==> config.mk <==
export PLATFORM = sky130hd
export DESIGN_NAME = imap_line_literal_deframer_flat
export DESIGN_NICKNAME = d
export VERILOG_FILES = /design/src/hw/rtl/illd_pkg.sv /design/src/hw/rtl/illd_if.sv /design/src/hw/rtl/imap_line_literal_deframer.sv /design/src/flat_wrapper.sv
export SDC_FILE = /design/constraint.sdc
export NUM_CORES = 1
export LEC_CHECK = 0
export BUFFER_PORTS_ARGS = -buffer_cell sky130_fd_sc_hd__buf_2
export CAP_MARGIN = 20
export CORE_AREA = 2 2 155 157
export DETAILED_ROUTE_END_ITERATION = 8
export DIE_AREA = 0 0 157 159
export HOLD_SLACK_MARGIN = 0.06
export PLACE_DENSITY = 0.59
export SLEW_MARGIN = 40
export SYNTH_ARGS = -nofsm -noshare
export SYNTH_HDL_FRONTEND = slang
export SYNTH_SLANG_ARGS = --single-unit
==> constraint.sdc <==
create_clock -name clk -period 4.3 [get_ports clk]
set_clock_uncertainty 0.2 [all_clocks]
set_input_delay 0.645 -clock clk [delete_from_list [all_inputs] [get_ports clk]]
set_output_delay 0.645 -clock clk [all_outputs]
set_load 0.01 [all_outputs]
==> src/hw/rtl/illd_pkg.sv <==
// ----------------------------------------------------------------------------
// illd_pkg: shared definitions for the line/literal deframer
// Character codes, error codes and parameter defaults.
// ----------------------------------------------------------------------------
package illd_pkg;

  localparam int SIZE_WIDTH_DEF = 31;
  localparam int ERR_W          = 3;

  localparam logic [7:0] CH_LF    = 8'h0A;
  localparam logic [7:0] CH_CR    = 8'h0D;
  localparam logic [7:0] CH_OPEN  = 8'h7B;
  localparam logic [7:0] CH_CLOSE = 8'h7D;
  localparam logic [7:0] CH_MINUS = 8'h2D;
  localparam logic [7:0] CH_ZERO  = 8'h30;
  localparam logic [7:0] CH_NINE  = 8'h39;

  localparam logic [ERR_W-1:0] ERR_NONE      = 3'd0;
  localparam logic [ERR_W-1:0] ERR_NO_BRACE  = 3'd1;
  localparam logic [ERR_W-1:0] ERR_BAD_SIZE  = 3'd2;
  localparam logic [ERR_W-1:0] ERR_NEG_SIZE  = 3'd3;
  localparam logic [ERR_W-1:0] ERR_BARE_LF   = 3'd4;

endpackage

==> src/hw/rtl/illd_if.sv <==
// ----------------------------------------------------------------------------
// illd_if: valid/ready channels of the line/literal deframer
// One channel for received bytes, one for marked result beats.
// ----------------------------------------------------------------------------
interface illd_rx_if;
  logic       valid;
  logic       ready;
  logic [7:0] rx_byte;

  modport source (output valid, output rx_byte, input ready);
  modport sink   (input valid, input rx_byte, output ready);
endinterface

interface illd_res_if;
  import illd_pkg::*;
  logic             valid;
  logic             ready;
  logic [7:0]       data_byte;
  logic             in_literal;
  logic             literal_opens;
  logic             line_done;
  logic [ERR_W-1:0] error_code;

  modport source (output valid, output data_byte, output in_literal,
                  output literal_opens, output line_done, output error_code,
                  input ready);
  modport sink   (input valid, input data_byte, input in_literal,
                  input literal_opens, input line_done, input error_code,
                  output ready);
endinterface

==> src/hw/rtl/imap_line_literal_deframer.sv <==
// ----------------------------------------------------------------------------
// imap_line_literal_deframer: response line and literal deframer
// Marks logical lines, literal openings and literal payload in a byte stream.
// ----------------------------------------------------------------------------
// Usage:
//   rx  : one received byte per beat (valid/ready).
//   res : exactly one result beat per received byte, in order: the byte
//         itself plus in_literal, literal_opens, line_done and error_code.
//   An accepted rx beat is registered and shows on res in the next cycle.
//   Throughput is one byte per cycle while res is not stalled; the decision
//   for a byte is one pass through the line-tail compare and one size-digit
//   multiply-add, between the rx handshake and the result register.
//   The result register acts as the output stage: a new byte is taken in the
//   same cycle the pending result is taken, so a receiver that takes every
//   cycle never stalls the stream. While res is stalled, rx.ready drops and
//   the pending beat holds.
//   Reset (synchronous, active high) empties the result register and returns
//   to line mode with an empty line; no clearing pass is needed.
//   A size marker of the form {n} CR LF opens n literal bytes; sizes above
//   2^SIZE_WIDTH - 1 are rejected as bad size.
// ----------------------------------------------------------------------------
module imap_line_literal_deframer #(
  parameter int SIZE_WIDTH = illd_pkg::SIZE_WIDTH_DEF
) (
  input  logic        clk,
  input  logic        rst,
  illd_rx_if.sink     rx,
  illd_res_if.source  res
);
  import illd_pkg::*;

  localparam int ACC_W = SIZE_WIDTH + 4;

  // Line and literal state
  logic                  literal_mode, literal_mode_next;
  logic [SIZE_WIDTH-1:0] bytes_left, bytes_left_next;
  logic [SIZE_WIDTH-1:0] size_accum, size_accum_next;
  logic                  brace_seen, brace_seen_next;
  logic                  size_invalid, size_invalid_next;
  logic                  size_minus, size_minus_next;
  logic                  size_digits, size_digits_next;
  logic [15:0]           last_two, last_two_next;
  logic [1:0]            bytes_in_line, bytes_in_line_next;

  // Result register
  logic             res_valid;
  logic [7:0]       res_byte;
  logic             res_lit, res_lit_next;
  logic             res_opens, res_opens_next;
  logic             res_done, res_done_next;
  logic [ERR_W-1:0] res_err, res_err_next;

  logic       accept;
  logic [7:0] c;
  logic [7:0] prev, prev2;
  logic [ACC_W-1:0] acc_wide;
  logic [SIZE_WIDTH-1:0] bl_dec;

  // Take a byte whenever the result stage is empty or being drained.
  assign rx.ready = !res_valid || res.ready;
  assign accept   = rx.valid && rx.ready;
  assign c        = rx.rx_byte;
  assign prev     = last_two[7:0];
  assign prev2    = last_two[15:8];

  // size * 10 + digit, wide enough to see overflow past SIZE_WIDTH bits
  assign acc_wide = ({4'b0, size_accum} << 3) + ({4'b0, size_accum} << 1)
                  + {{(ACC_W-8){1'b0}}, prev2 - CH_ZERO};
  assign bl_dec   = (bytes_left != '0) ? bytes_left - 1'b1 : bytes_left;

  always_comb begin
    literal_mode_next  = literal_mode;
    bytes_left_next    = bytes_left;
    size_accum_next    = size_accum;
    brace_seen_next    = brace_seen;
    size_invalid_next  = size_invalid;
    size_minus_next    = size_minus;
    size_digits_next   = size_digits;
    last_two_next      = last_two;
    bytes_in_line_next = bytes_in_line;
    res_lit_next       = 1'b0;
    res_opens_next     = 1'b0;
    res_done_next      = 1'b0;
    res_err_next       = ERR_NONE;

    if (literal_mode) begin
      // Literal payload: pass through, count down, leave line state alone.
      res_lit_next    = 1'b1;
      bytes_left_next = bl_dec;
      if (bl_dec == '0) begin
        literal_mode_next = 1'b0;
      end
    end else if (c == CH_LF) begin
      if (bytes_in_line != 2'd0 && prev == CH_CR) begin
        if (bytes_in_line == 2'd2 && prev2 == CH_CLOSE) begin
          // Size marker line: validate the scanned size.
          if (!brace_seen) begin
            res_err_next = ERR_NO_BRACE;
          end else if (size_invalid || !size_digits) begin
            res_err_next = ERR_BAD_SIZE;
          end else if (size_minus && size_accum != '0) begin
            res_err_next = ERR_NEG_SIZE;
          end else begin
            res_opens_next    = 1'b1;
            bytes_left_next   = size_accum;
            literal_mode_next = (size_accum != '0);
          end
        end else begin
          res_done_next = 1'b1;
        end
      end else begin
        res_err_next = ERR_BARE_LF;
      end
      if (res_err_next != ERR_NONE) begin
        literal_mode_next = 1'b0;
        bytes_left_next   = '0;
      end
      // Every LF in line mode starts a fresh segment.
      brace_seen_next    = 1'b0;
      size_accum_next    = '0;
      size_invalid_next  = 1'b0;
      size_minus_next    = 1'b0;
      size_digits_next   = 1'b0;
      last_two_next      = '0;
      bytes_in_line_next = 2'd0;
    end else begin
      // Scan the byte two places back, so a closing brace and CR never
      // enter the size scan.
      if (bytes_in_line == 2'd2) begin
        if (prev2 == CH_OPEN) begin
          brace_seen_next   = 1'b1;
          size_accum_next   = '0;
          size_invalid_next = 1'b0;
          size_minus_next   = 1'b0;
          size_digits_next  = 1'b0;
        end else if (brace_seen) begin
          if (prev2 >= CH_ZERO && prev2 <= CH_NINE) begin
            size_digits_next = 1'b1;
            if (acc_wide[ACC_W-1:SIZE_WIDTH] != '0) begin
              size_invalid_next = 1'b1;
            end else begin
              size_accum_next = acc_wide[SIZE_WIDTH-1:0];
            end
          end else if (prev2 == CH_MINUS && !size_minus && !size_digits) begin
            size_minus_next = 1'b1;
          end else begin
            size_invalid_next = 1'b1;
          end
        end
      end
      last_two_next = {prev, c};
      if (bytes_in_line != 2'd2) begin
        bytes_in_line_next = bytes_in_line + 2'd1;
      end
    end
  end

  always_ff @(posedge clk) begin
    if (rst) begin
      literal_mode  <= 1'b0;
      bytes_left    <= '0;
      size_accum    <= '0;
      brace_seen    <= 1'b0;
      size_invalid  <= 1'b0;
      size_minus    <= 1'b0;
      size_digits   <= 1'b0;
      last_two      <= '0;
      bytes_in_line <= 2'd0;
      res_valid     <= 1'b0;
    end else begin
      if (accept) begin
        literal_mode  <= literal_mode_next;
        bytes_left    <= bytes_left_next;
        size_accum    <= size_accum_next;
        brace_seen    <= brace_seen_next;
        size_invalid  <= size_invalid_next;
        size_minus    <= size_minus_next;
        size_digits   <= size_digits_next;
        last_two      <= last_two_next;
        bytes_in_line <= bytes_in_line_next;
        res_valid     <= 1'b1;
      end else if (res.ready) begin
        res_valid <= 1'b0;
      end
    end
  end

  // Payload of the result stage: load on accept, hold otherwise.
  always_ff @(posedge clk) begin
    if (accept) begin
      res_byte  <= c;
      res_lit   <= res_lit_next;
      res_opens <= res_opens_next;
      res_done  <= res_done_next;
      res_err   <= res_err_next;
    end
  end

  assign res.valid         = res_valid;
  assign res.data_byte     = res_byte;
  assign res.in_literal    = res_lit;
  assign res.literal_opens = res_opens;
  assign res.line_done     = res_done;
  assign res.error_code    = res_err;

  // A literal in progress always has bytes left to pass.
  a_lit_count: assert property (@(posedge clk) disable iff (rst)
    literal_mode |-> bytes_left != '0)
    else $error("literal mode with no bytes left");

  // Size scan state stays clear until a brace opens it.
  a_scan_clear: assert property (@(posedge clk) disable iff (rst)
    !brace_seen |-> (size_accum == '0 && !size_digits && !size_minus && !size_invalid))
    else $error("size scan active without a brace");

  // A literal byte carries no line marks and no error.
  a_lit_marks: assert property (@(posedge clk) disable iff (rst)
    (res.valid && res.in_literal) |->
      (!res.line_done && !res.literal_opens && res.error_code == ERR_NONE))
    else $error("literal byte carries line marks");

  // Byte count of the line tail saturates at two.
  a_tail_count: assert property (@(posedge clk) disable iff (rst)
    bytes_in_line != 2'd3)
    else $error("line tail count overflow");

endmodule
==> src/flat_wrapper.sv <==
// flat-port wrapper written by rule: the top's interface ports become plain ports
module imap_line_literal_deframer_flat import illd_pkg::*;
#(
  parameter int SIZE_WIDTH = illd_pkg::SIZE_WIDTH_DEF
)
  (clk, rst, rx_valid, rx_rx_byte, rx_ready, res_valid, res_data_byte, res_in_literal, res_literal_opens, res_line_done, res_error_code, res_ready);
  illd_rx_if rx_i ();
  illd_res_if res_i ();
  input  logic clk;
  input  logic rst;
  input wire logic [$bits(rx_i.valid)-1:0] rx_valid;
  input wire logic [$bits(rx_i.rx_byte)-1:0] rx_rx_byte;
  output wire logic [$bits(rx_i.ready)-1:0] rx_ready;
  output wire logic [$bits(res_i.valid)-1:0] res_valid;
  output wire logic [$bits(res_i.data_byte)-1:0] res_data_byte;
  output wire logic [$bits(res_i.in_literal)-1:0] res_in_literal;
  output wire logic [$bits(res_i.literal_opens)-1:0] res_literal_opens;
  output wire logic [$bits(res_i.line_done)-1:0] res_line_done;
  output wire logic [$bits(res_i.error_code)-1:0] res_error_code;
  input wire logic [$bits(res_i.ready)-1:0] res_ready;
  assign rx_i.valid = rx_valid;
  assign rx_i.rx_byte = rx_rx_byte;
  assign rx_ready = rx_i.ready;
  assign res_valid = res_i.valid;
  assign res_data_byte = res_i.data_byte;
  assign res_in_literal = res_i.in_literal;
  assign res_literal_opens = res_i.literal_opens;
  assign res_line_done = res_i.line_done;
  assign res_error_code = res_i.error_code;
  assign res_i.ready = res_ready;
  imap_line_literal_deframer #(.SIZE_WIDTH(SIZE_WIDTH)) u_core (.clk(clk), .rst(rst), .rx(rx_i), .res(res_i));
endmodule
==> results of run 1 <==
==> worst paths after layout <==
check | end | slack [ns] | cells after the start
setup / recovery | u_core.size_accum[3]$_SDFFE_PP0P_ | 0.23 | 14
hold / removal | u_core.res.data_byte[7]$_DFFE_PP_ | 0.28 | 1
setup reg to reg | u_core.size_accum[3]$_SDFFE_PP0P_ | 0.23 | 14
hold reg to reg | u_core.last_two[0]$_SDFFE_PP0P_ | 0.28 | 2
==> power breakdown <==
part	switching, mW	total [mW]	internal [mW]	leakage [nW]
clock network	0.438	0.858	0.420	0.152
registers	0.0102	0.973	0.963	0.833
logic	0.0763	0.121	0.0445	2.74
total	0.524	1.95	1.43	3.72
==> cells in the mapped netlist (6+ instances only) <==
cell type  number
clkbuf_1       41
nand2_1        87
nand4_1        15
fa_1            6
o21ai_0        39
mux2i_1        23
nor3_1         41
nor4_1         20
edfxtp_1       14
a21oi_1        56
and3_1          7
nor2_1         82
xor2_1         12
a21boi_0        7
a21o_1         16
nand2b_1       28
ha_1           63
a22oi_1        16
o21a_1         11
or3_1           7
a31oi_1        16
a221oi_1       15
o21bai_1        6
nor2b_1        17
or4_1           8
xnor2_1        21
nand3_1        35
inv_1          44
a211oi_1       10
dfxtp_1        86
==> cell type report <==
class	count	area (um^2)	area share [%]
Inverter	44	165	1.89
Clock buffer	9	225	2.57
Multi-Input combinational cell	768	5330	60.9
Sequential cell	100	2140	24.5
Clock inverter	7	83.8	0.957
Tap cell	319	399	4.56
Timing Repair Buffer	60	408	4.66
==> per-layer routing <==
metal  vias to the layer above  GRT usage, %  part of all wire, %
li1                       3627             -                    -
met1                      3546          27.3                   48
met2                       191          27.4                   45
met3                        29          2.15                  5.1
met4                         0          5.05                  2.1
met5                         -             0                    0
==> sequential cells by signal, indices dropped and copies added (netlist names) <==
name and flops:
u_core.res.literal_opens 1, u_core.bytes_left 31, u_core.literal_mode 1, u_core.last_two 16, u_core.res.error_code 3, u_core.bytes_in_line 2, u_core.size_minus 1, u_core.res.data_byte 8
u_core.res.in_literal 1, u_core.brace_seen 1, u_core.size_digits 1, u_core.res.line_done 1, u_core.res.valid 1, u_core.size_invalid 1, u_core.size_accum 31
==> metrics by stage <==
step	instance area, um^2	power (mW)
4_1_cts	8720	1.96
6_report	8760	1.95
3_5_place_dp	8420	1.12
5_1_grt	8760	2.01
2_1_floorplan	7820	1.07
3_3_place_gp	8420	1.11
==> timing repair <==
action | in CTS | in global routing
gates resized for setup | 0 | 6
endpoints found under the setup margin | 0 | 23
hold buffers | 0 | 0
==> logic make-up after synthesis <==
kind of cell               count (synthesis)  synth area share [%]
muxes                                     29                  3.81
DFF                                      100                  27.4
adders and majority gates                 69                  11.6
AOI/OAI and AO/OA                        245                  21.8
buffers and inverters                     97                  5.06
and+or+nand+nor                          392                  26.7
xor gates and xnor gates                  33                  3.70
==> summary.md, run 1 <==
| Metric | Value |
|---|---|
| Final-layout fill cell count | `2373` |
| DR DRC count | `0` |
| Routed len/inst | `17.5 um` |
| Area of the mapped netlist | `0.00782 mm^2` |
| Routed Wire Length | `22.8 mm` |
| Mean Syn Cell Area | `8.10 um^2` |
| Critical path's slowest cell | `fa_1` |
| Crit-path most repeated cell | `ha_1` |
| Slew HR | `49.6%` |
| TritonCTS clock tree | `yes` |
| Via count | `7393` |
| Top FF cell, synth | `dfxtp_1` |
| H-tree depth | `3` |
| FMAX | `246 MHz` |
| Initial DRT Pass Iterations | `6` |
| Largest net degree at the start of global routing | `57` |
| Worst hold start | `rx_rx_byte[7]` |
| RSZ-0062 raised after global routing | `no` |
| WS Path Type | `reg2reg` |
| Setup Buffers After CTS | `0` |
| Ant diodes | `0` |
| Total global-route track usage | `18.2%` |
| Most common cell after layout, fill and taps aside | `nand2_1` |
| Dpl cells | `1291` |
| Gr ovfl total | `0` |
| Port Buf Inserts | `27` |
| Buf+Inv Stages, Crit Path | `2` |
| Setup violations, final | `0` |
| Fin. max-slew vios | `0` |
| Post-route clock period utilization | `94.7%` |
| Synth warn | `0` |
| Max_cap viols | `0` |
| Synth cell types | `84` |
| Util after Layout | `37.8%` |
| RR Startpoint | `u_core.last_two[12]$_SDFFE_PP0P_` |
| CTS Root Cell | `clkbuf_16` |
| Share of synthesized registers carrying an async set or reset | `0%` |
| Top post-synthesis cells by area | `dfxtp_1 22%, ha_1 10%, edfxtp_1 5.4%` |
| Worst-path clk slew | `0.08 ns` |
| Status | `finished clean` |
| Largest delay share family, worst path | `compound AO/OA/AOI/OAI gates` |
| Starting density of the core | `33.7%` |
| Leakage | `3.72 nW` |
| Pin slew with the least headroom to its limit | `0.754 ns` |
| Worst path cell trace | `ha_1 > xor2_1 > fa_1 > inv_1 > ha_1 > a21o_1 > a31o_2 > o211ai_1 > a21boi_1 > or4b_1 > a32oi_2 > o31a_2 > buf_12 > mux2_2` |
| Die area | `0.0250 mm^2` |
| Minimum clock period | `4.07 ns` |
| IO Pins | `28` |
| Detail Route Antenna Nets | `0` |
| Hold WC Path Type | `in2reg` |
| Post-Place Setup Slack | `0.137 ns` |
| CTS Buf Count | `9` |
| Core region area | `0.0232 mm^2` |
| CP startpoint | `u_core.last_two[12]$_SDFFE_PP0P_` |
| Syn Inst Count | `965` |
| Global placer's final weighted congestion | `0.894` |
| Pwr dens | `223 mW/mm^2` |
| Share of cells above drive strength 1 | `11.5%` |
| Area share of the largest cell type after synthesis | `22.0%` |
| Nets | `1064` |
| CP Data Arrival Time | `4.13 ns` |
| Setup TNS | `0 ns` |
| First-pass GRT wire length | `36.6 mm` |
| Die Width | `157 um` |
| Post-synth EDFFs | `14` |
| Via density | `5.66` |
| # clock sinks | `100` |
| Final hold slack | `0.281 ns` |
| Syn_nets | `1046` |
| Most frequent cells in the layout | `87 x nand2_1, 85 x dfxtp_1, 82 x nor2_1` |
| Worst Path Max Fanout | `18` |
| CP Capture Type | `register` |
| Die height | `159 um` |
| CP startpoint kind | `register` |
| Worst EP required | `4.36 ns` |
| Number of global-route vias before repair | `6740` |
| Post-layout worst setup margin | `0.229 ns` |
| Worst skew pair latency | `0.37 ns` |
| Post-detail-place hpwl | `17.6 mm` |
| Crit path largest cell delay | `0.48 ns` |
| Initial antenna violation count | `0` |
| VDD IR max | `0.187 mV` |
| Layout Cells excl Fill | `1307` |
| Rows | `56` |
| DR iter-0 viols | `741` |
| Top cell type by total area after synthesis | `dfxtp_1` |
| Sequential share of the synthesized area | `27.4%` |
| Synthesis-to-finish area growth | `12.0%` |
| Max clock buf depth | `2` |
| #FFs+latches synth | `100` |
| Final Hold Viols | `0` |
(Power assumes the default switching activity.)
==> inputs of run 2 (changes only) <==
--- a/config.mk
+++ b/config.mk
@@ -5,13 +5,14 @@
 export SDC_FILE = /design/constraint.sdc
 export NUM_CORES = 1
 export LEC_CHECK = 0
+export ABC_AREA = 1
 export BUFFER_PORTS_ARGS = -buffer_cell sky130_fd_sc_hd__buf_2
 export CAP_MARGIN = 20
-export CORE_AREA = 2 2 155 157
+export CORE_AREA = 2 2 156 158
 export DETAILED_ROUTE_END_ITERATION = 8
-export DIE_AREA = 0 0 157 159
+export DIE_AREA = 0 0 158 160
 export HOLD_SLACK_MARGIN = 0.06
-export PLACE_DENSITY = 0.59
+export PLACE_DENSITY = 0.61
 export SLEW_MARGIN = 40
 export SYNTH_ARGS = -nofsm -noshare
 export SYNTH_HDL_FRONTEND = slang
==> run 2 against run 1 <==
  * Hold slack improved by 0.0025 ns
  * Via count rose by 17%
  * Sequential power rose by 0.6%
  * Total power fell by 0.26%
  * Die area rose by 1.3%
  * Non-clock buffer count fell by 20
  * Fmax rose by 6.9%
  * Largest power group unchanged
  * Register-to-register slack improved by 0.26 ns
==> summary.md, run 2 <==
| Metric | Value |
|---|---|
| Status | `finished clean` |
| Mean Syn Cell Area | `6.21 um^2` |
| Via count | `8674` |
| Pin slew with the least headroom to its limit | `0.794 ns` |
| Rows | `57` |
| Most frequent cells in the layout | `338 x nand2_1, 188 x nor2_1, 142 x inv_1` |
| Die area | `0.0253 mm^2` |
| Post-layout worst setup margin | `0.491 ns` |
| First-pass GRT wire length | `41.3 mm` |
| Post-route clock period utilization | `88.6%` |
| Largest net degree at the start of global routing | `56` |
| Routed Wire Length | `24.7 mm` |
| Initial DRT Pass Iterations | `5` |
| Top FF cell, synth | `dfxtp_1` |
| Dpl cells | `1667` |
| Pwr dens | `214 mW/mm^2` |
| CP Data Arrival Time | `3.86 ns` |
| H-tree depth | `3` |
| Slew HR | `46.9%` |
| Synth warn | `0` |
| Share of cells above drive strength 1 | `6.18%` |
| Area of the mapped netlist | `0.00838 mm^2` |
| Post-Place Setup Slack | `0.396 ns` |
| Via density | `5.15` |
| Port Buf Inserts | `27` |
| CP Capture Type | `register` |
| Ant diodes | `0` |
| Post-synth top cells | `338 x nand2_1, 188 x nor2_1, 142 x inv_1, 135 x a21oi_1, 114 x nand3_1` |
| FMAX | `263 MHz` |
| #FFs+latches synth | `100` |
| Core region area | `0.0238 mm^2` |
| Hold WC Path Type | `reg2reg` |
| Hold path endpoint | `u_core.size_minus$_SDFFE_PP0P_` |
| Syn_nets | `1432` |
| Leakage | `4.44 nW` |
| Die height | `160 um` |
| Setup TNS | `0 ns` |
| WS Path Type | `reg2reg` |
| Layout Cells excl Fill | `1683` |
| Reg2reg setup slack | `0.49 ns` |
| Setup violations, final | `0` |
| Nets | `1435` |
| Synth cell types | `41` |
| RR Startpoint | `u_core.last_two[12]$_SDFFE_PP0P_` |
| CP startpoint kind | `register` |
| Most common cell after layout, fill and taps aside | `nand2_1` |
| Initial antenna violation count | `0` |
| RSZ-0062 raised after global routing | `no` |
| Global placer's final weighted congestion | `0.900` |
| Fin. max-slew vios | `0` |
| Final Hold Viols | `0` |
| Detail Route Antenna Nets | `0` |
| Worst Path Max Fanout | `22` |
| # clock sinks | `100` |
| Minimum clock period | `3.81 ns` |
| Top cell type by total area after synthesis | `dfxtp_1` |
| Share of synthesized registers carrying an async set or reset | `0%` |
| Routed len/inst | `14.7 um` |
| Top post-synthesis cells by area | `dfxtp_1 21%, nand2_1 15%, ha_1 9.4%` |
| TritonCTS clock tree | `yes` |
| Hold depth | `2` |
| Max clock buf depth | `2` |
| Gr ovfl total | `0` |
| Total global-route track usage | `20.2%` |
| DR iter-0 viols | `788` |
| DR DRC count | `0` |
| Max_cap viols | `0` |
| Most frequent cell after synthesis | `nand2_1` |
| Post-detail-place hpwl | `19.3 mm` |
| CTS Buf Count | `9` |
| Area share of the largest cell type after synthesis | `20.5%` |
| Reg2reg path depth | `22` |
| Post-synth EDFFs | `14` |
| Worst-path clk slew | `0.08 ns` |
| Worst hold start | `u_core.size_minus$_SDFFE_PP0P_` |
| Synthesis-to-finish area growth | `8.48%` |
| Final hold slack | `0.284 ns` |
| RR Endpoint | `u_core.size_accum[8]$_SDFFE_PP0P_` |
| Starting density of the core | `35.2%` |
| # hold bufs at CTS | `0` |
| Sequential share of the synthesized area | `25.6%` |
| CTS Root Cell | `clkbuf_16` |
| VDD IR max | `0.162 mV` |
| Die Width | `158 um` |
| IO Pins | `28` |
| Worst skew pair latency | `0.35 ns` |
| Number of global-route vias before repair | `7879` |
| Worst EP required | `4.35 ns` |
| Biggest regs | `u_core.bytes_left (31), u_core.size_accum (31), u_core.last_two (16)` |
| Syn Inst Count | `1351` |
| Setup Buffers After CTS | `0` |
-- run 2: metrics by stage --
step	util, %	cell area [um^2]	power [mW]
final	38.2	9090	1.95
after global routing	38.2	9090	2.02
after CTS	38.1	9080	1.96
after detailed placement	36.9	8800	1.16
after global placement	36.9	8790	1.16
after floorplan	-	8380	1.11
-- run 2: per-layer routing --
layer,up-vias,track usage [%],wire length [um],share of wire (%)
met2,204,29.3,10300,42
met4,0,5.32,384,1.6
met1,3962,31.9,12900,52
li1,4483,-,-,-
met3,25,1.55,1090,4.4
met5,-,0,0,0
-- run 2: timing repair --
item / 4_1_cts / 5_1_grt
endpoints found under the hold margin: 0 / 0
endpoints found under the setup margin: 0 / 9
resized for setup: 0 / 1
-- run 2: cell type report --
type	instances	area, um^2
Inverter	152	571
Sequential cell	100	2140
Multi-Input combinational cell	1051	5430
Clock inverter	5	42.5
Timing Repair Buffer	40	258
Clock buffer	11	244
Tap cell	324	405
Fill cell	2641	14700
-- run 2: worst max path at each step --
stage / from / to / slack, ns / cells after the start
2_1_floorplan: u_core.last_two[12]$_SDFFE_PP0P_ / u_core.size_accum[7]$_SDFFE_PP0P_ / 1.08 / 22
3_3_place_gp: u_core.last_two[12]$_SDFFE_PP0P_ / u_core.size_accum[9]$_SDFFE_PP0P_ / 0.51 / 22
3_5_place_dp: u_core.last_two[12]$_SDFFE_PP0P_ / u_core.size_accum[8]$_SDFFE_PP0P_ / 0.40 / 22
4_1_cts: u_core.last_two[12]$_SDFFE_PP0P_ / u_core.size_accum[8]$_SDFFE_PP0P_ / 0.37 / 22
5_1_grt: u_core.last_two[12]$_SDFFE_PP0P_ / u_core.size_accum[27]$_SDFFE_PP0P_ / 0.12 / 22
6_report: u_core.last_two[12]$_SDFFE_PP0P_ / u_core.size_accum[8]$_SDFFE_PP0P_ / 0.49 / 22
-- run 2: kinds of logic after synthesis --
group,Yosys count,synth area share (%)
DFF,100,25.6
and+or+nand+nor,732,37.4
buffers and inverters,200,9.87
adders and majority gates,69,10.8
xor gates and xnor gates,14,1.46
AOI/OAI and AO/OA,236,14.9
-- run 2: power by group --
| group | internal, mW | total, mW | switching [mW] |
|---|---|---|---|
| sequential | 0.966 | 0.979 | 0.0133 |
| combinational | 0.0527 | 0.163 | 0.110 |
| clock | 0.420 | 0.805 | 0.385 |
-- run 2: critical path, cell delays in order (launching register included) --
cell and delay [ns]:
dfxtp_1 0.43, inv_1 0.07, ha_1 0.31, fa_1 0.49
inv_1 0.04, ha_1 0.36, nand2_1 0.10, inv_1 0.04
o21ai_0 0.13, nand3_1 0.16, nand2_1 0.09, nand2_1 0.11
nand2_1 0.10, nand2_1 0.05, nand2_1 0.06, nand2_1 0.04
nor2_1 0.14, nand2_1 0.12, nand2_4 0.25, buf_12 0.19
nand3b_1 0.09, nand2_1 0.09, nor2_1 0.04
